<file path="config.mk">
export PLATFORM = sky130hd
export DESIGN_NAME = cgr_ram
export DESIGN_NICKNAME = d
export VERILOG_FILES = /design/src/rtl/core/cgr_ram.sv
export SDC_FILE = /design/constraint.sdc
export NUM_CORES = 1
export LEC_CHECK = 0
export ABC_CLOCK_PERIOD_IN_PS = 5700
export BUFFER_PORTS_ARGS = -buffer_cell sky130_fd_sc_hd__clkbuf_2
export CAP_MARGIN = 0
export CORE_ASPECT_RATIO = 1.4
export CORE_MARGIN = 8
export CORE_UTILIZATION = 45
export DETAILED_ROUTE_END_ITERATION = 8
export GPL_ROUTABILITY_DRIVEN = 1
export PLACE_DENSITY = 0.7
export REMOVE_ABC_BUFFERS = 1
export SYNTH_ARGS = -nofsm -noshare
export SYNTH_HDL_FRONTEND = slang
export SYNTH_SLANG_ARGS = --single-unit
</file>
<file path="constraint.sdc">
create_clock -name i_clk -period 5.7 [get_ports i_clk]
set_input_delay 1.14 -clock i_clk [delete_from_list [all_inputs] [get_ports i_clk]]
set_output_delay 1.14 -clock i_clk [all_outputs]
set_load 0.01 [all_outputs]
</file>
<file path="src/rtl/core/cgr_ram.sv">
// cgr_ram: generic single-write, single-read ram with registered read data
// no dependencies
`timescale 1ns / 1ps
`default_nettype none

module cgr_ram #(
    parameter int WIDTH = 16,
    parameter int DEPTH = 8
) (
    input  wire logic                                   i_clk,
    input  wire logic                                   i_we,
    input  wire logic [((DEPTH > 1) ? $clog2(DEPTH) : 1)-1:0] i_waddr,
    input  wire logic [WIDTH-1:0]                       i_wdata,
    input  wire logic                                   i_re,
    input  wire logic [((DEPTH > 1) ? $clog2(DEPTH) : 1)-1:0] i_raddr,
    output logic      [WIDTH-1:0]                       o_rdata
);

    logic [WIDTH-1:0] r_mem [DEPTH];

    always_ff @(posedge i_clk) begin
        if (i_we) begin
            r_mem[i_waddr] <= i_wdata;
        end
        if (i_re) begin
            o_rdata <= r_mem[i_raddr];
        end
    end

endmodule

`default_nettype wire

</file>
# Yosys cells after proc, flatten, opt, wreduce, memory -nomap -nowiden
# Memories as Yosys holds them, arrays and structs flattened. A register that Yosys moved wholly into a read port is not among the register bits.
# Index checks and enable logic that the tools add are counted.
[totals]
latchBits = 0
ram_bits = 128
romBits = 0
word_cells = 3
mem_count = 1
output_inout_bits = 16
regBits = 0
[memory_table]
columns = ["name", "depth", "word_bits", "read_ports", "rd_ports_with_merged_regs", "wr", "line", "source"]
rows = [
  ["r_mem", 8, 16, 1, 1, 1, "19", "logic [WIDTH-1:0] r_mem [DEPTH];"],
]
[op_classes]
n_lt_le_gt_ge = 0
muxes = 2
bitwise = 0
n_shift = 0
div_mod_pow = 0
n_addsub = 0
reduce_logical = 0
n_eq_ne = 0
n_mul = 0
[ops]
columns = ["operator", "count"]
rows = [
  ["$mux 1", 2],
]

# Depth between registers and ports, before layout
[depth]
depth_word = 2
depth_mapped = 4
ltp_nobuf = 2

# Worst setup path after synthesis
# No wires, ideal clock.
[synth_timing]
path_kind = "input-to-reg"
from = "input i_waddr[2] (netlist name)"
to = "memory r_mem[0][0], enable pin"
t_arrival_ns = 2.453
stages = 2
path_buffers = 0
slack_ns = 2.837
setup_ns = 0.409
path_cell_list = "nand2b_1 nor3_1"
[synth_rtl]
columns = ["item", "line", "source"]
rows = [
  ["start: declaration", "12", "input wire logic [((DEPTH > 1) ? $clog2(DEPTH) : 1)-1:0] i_waddr,"],
  ["end: declaration", "19", ""],
]
# No word-level cell before the write port.

==> results.py <==
metrics = {
    "clock_network": {
        "cts_tree": "yes",
        "cts_hold_buf": 0,
        "clock_sinks": 144,
        "cts_resized": 0,
        "clockBufferDepth": 2,
        "clock_latency_ns": 0.41,
        "root_buffer": "clkbuf_16",
        "htree_levels": 4,
        "clkTransAtPathRegs_ns": 0.06,
        "cts-buffers-inserted": 17,
        "cts_setup_buffers": 0,
    },
    "sta": {
        "report.final.slew_viol_count": 0,
        "setup_violations": 0,
        "hold_violations": 0,
        "min_period_ns": 2.73,
        "relSlewSlack_pct": 28.4,
        "grt_setup_unrepaired": "no",
        "fin_crit_sh_pct": 48.0,
        "finClkSkew_ns": 0.00435,
        "fin_tns_setup_ns": 0,
        "max_freq_mhz": 366,
        "holdWs_ns": 0.748,
        "worst_pin_slew_ns": 1.07,
    },
    "synth": {
        "yosysTopAreaCell": "edfxtp_1",
        "avgSynthCellArea_um2": 25.5,
        "yosys.cell_types.count": 11,
        "synthCells": 214,
        "ys_warn_count": 0,
        "syn_area_mm2": 0.00545,
        "synth-seq-cells": 144,
        "yosys-top-cells-area": "edfxtp_1, mux4_1, mux2_2",
        "yosysSeqAreaShare_pct": 79.3,
        "netlist.area_leader.share_pct": 79.3,
    },
    "worst_setup_path": {
        "worstPathRequired_ns": 5.86,
        "path_class": "input port to flip-flop",
        "cp_max_fo": 32,
        "critPathLaunchType": "input port",
        "path_delay_family": "multiplexers",
        "worstPathArrival_ns": 2.89,
        "cp-end-kind": "flip-flop",
        "cp_slowest_cell": "clkbuf_2",
        "max_stage_delay_ns": 0.78,
        "crit_buf_inv": 1,
        "cp_cell_sequence": "clkbuf_2 -> mux4_1 -> mux2_2",
    },
    "die": {
        "fp.dieW_um": 109,
        "dieHeight_um": 146,
        "die_area_mm2": 0.0159,
        "start_util_pct": 46.1,
        "boundaryPins": 41,
        "fp.coreArea_mm2": 0.0118,
        "fp-row-count": 47,
    },
    "routing": {
        "drt.antenna.violating_nets": 0,
        "vias": 2377,
        "initialDrtViolationCount": 126,
        "viasPerCell": 5.50,
        "drc_errors": 0,
        "routed_wl_mm": 9.54,
        "firstDrtPassIters": 4,
        "wire_per_inst_um": 22.1,
    },
    "layout": {
        "layout.nets": 297,
        "n_antenna_cell": 0,
        "fillers": 860,
        "layout_commonest_cell": "edfxtp_1",
        "multi_input_area_mm2": 0.00107,
        "final_layout_size_suffix_gt1_share_pct": 33.7,
        "final_cell_mix": "edfxtp_1, clkbuf_2, mux4_1",
        "area_growth_pct": 17.7,
        "area.sequential_mm2": 0.00432,
    },
    "grt": {
        "grt_pass1_wl_mm": 14.5,
        "grt_max_degree": 33,
        "grt_util_all_layers_pct": 12.9,
        "grt_antenna_before_repair": 0,
        "grt_overflow": 0,
        "grt_pass1_vias": 2527,
    },
    "min_path": {
        "hold_path.class": "flip-flop to flip-flop",
    },
    "status": {
        "status": "finished, final reports clean",
    },
    "power_and_ir_drop": {
        "p_leak_nw": 2.20,
        "ir_drop_mv": 0.230,
        "power.density_mw_per_mm2": 373,
    },
    "flow_run": {
        "cap_violations": 0,
    },
    "placed_design": {
        "hpwl_mm": 5.31,
        "io_buffers": 40,
        "gp_congestion": 0.656,
    },
}
[through the flow]
stage | cells | worst slack (ns) | power, mW | util (%) | cell area, um^2
global route | 432 | 2.88 | 2.46 | 54.3 | 6420
finish | 432 | 2.97 | 2.40 | 54.3 | 6420
CTS | 432 | 2.94 | 2.42 | 54.3 | 6420
global placement | 400 | 2.54 | 1.35 | 49.4 | 5840
detailed placement | 400 | 2.50 | 1.35 | 49.4 | 5840
floorplan | 205 | 2.84 | 1.29 | - | 5390
[cell type report]
class                           instances  share of cell area, %
Timing Repair Buffer                   48                   4.05
Multi-Input combinational cell         61                   16.7
Sequential cell                       144                   67.3
Tap cell                              147                   2.86
Clock buffer                           19                   6.74
Clock inverter                         13                   2.26
[synthesized netlist by cell type]
master / count
buf_1: 4
nor2_1: 6
nor3_1: 2
clkbuf_2: 1
nand2b_1: 3
buf_6: 4
mux4_1: 28
mux2_2: 16
nand2_1: 2
mux4_2: 4
edfxtp_1: 144
[sequential cells by signal (all words and copies together) (netlist names)]
signal and cells:
o_rdata 16, r_mem 128
[layer usage]
layer	up-vias	GRT usage [%]	wire length [um]
li1	1052	-	-
met1	1259	14.4	3870
met2	55	21.2	5130
met3	11	4.58	410
met4	0	5.84	134
met5	-	0	0
[where the power goes]
part	leakage [nW]	internal (mW)	switching (mW)	total, mW
combinational	0.616	0.0508	0.0585	0.109
clock	0.269	0.679	0.388	1.07
sequential	1.32	1.21	0.00946	1.22
[tightest hold or removal path: cells and delay by family, from the launching register on]
kind          cells  cell delay [ns]
multiplexers      2             0.33
flip-flops        1             0.31
[cell families (layout without fill, tap and decap cells)]
group                  after synthesis  after routing  synth area share (%)
AND/OR/NAND/NOR                     13             13                  1.08
multiplexers                        48             48                  18.4
flip-flops                         144            144                  79.3
buffers and inverters                9             80                  1.19
[worst paths after layout]
kind               startpoint          end  slack, ns  depth (start not counted)
setup reg to reg  r_mem[0][8]   o_rdata[8]       4.27                          2
setup / recovery   i_raddr[0]  o_rdata[12]       2.97                          3
hold reg to reg   r_mem[7][3]   o_rdata[3]       0.75                          2
hold / removal    r_mem[7][3]   o_rdata[3]       0.75                          2
Power figures use the tool's default switching activity.
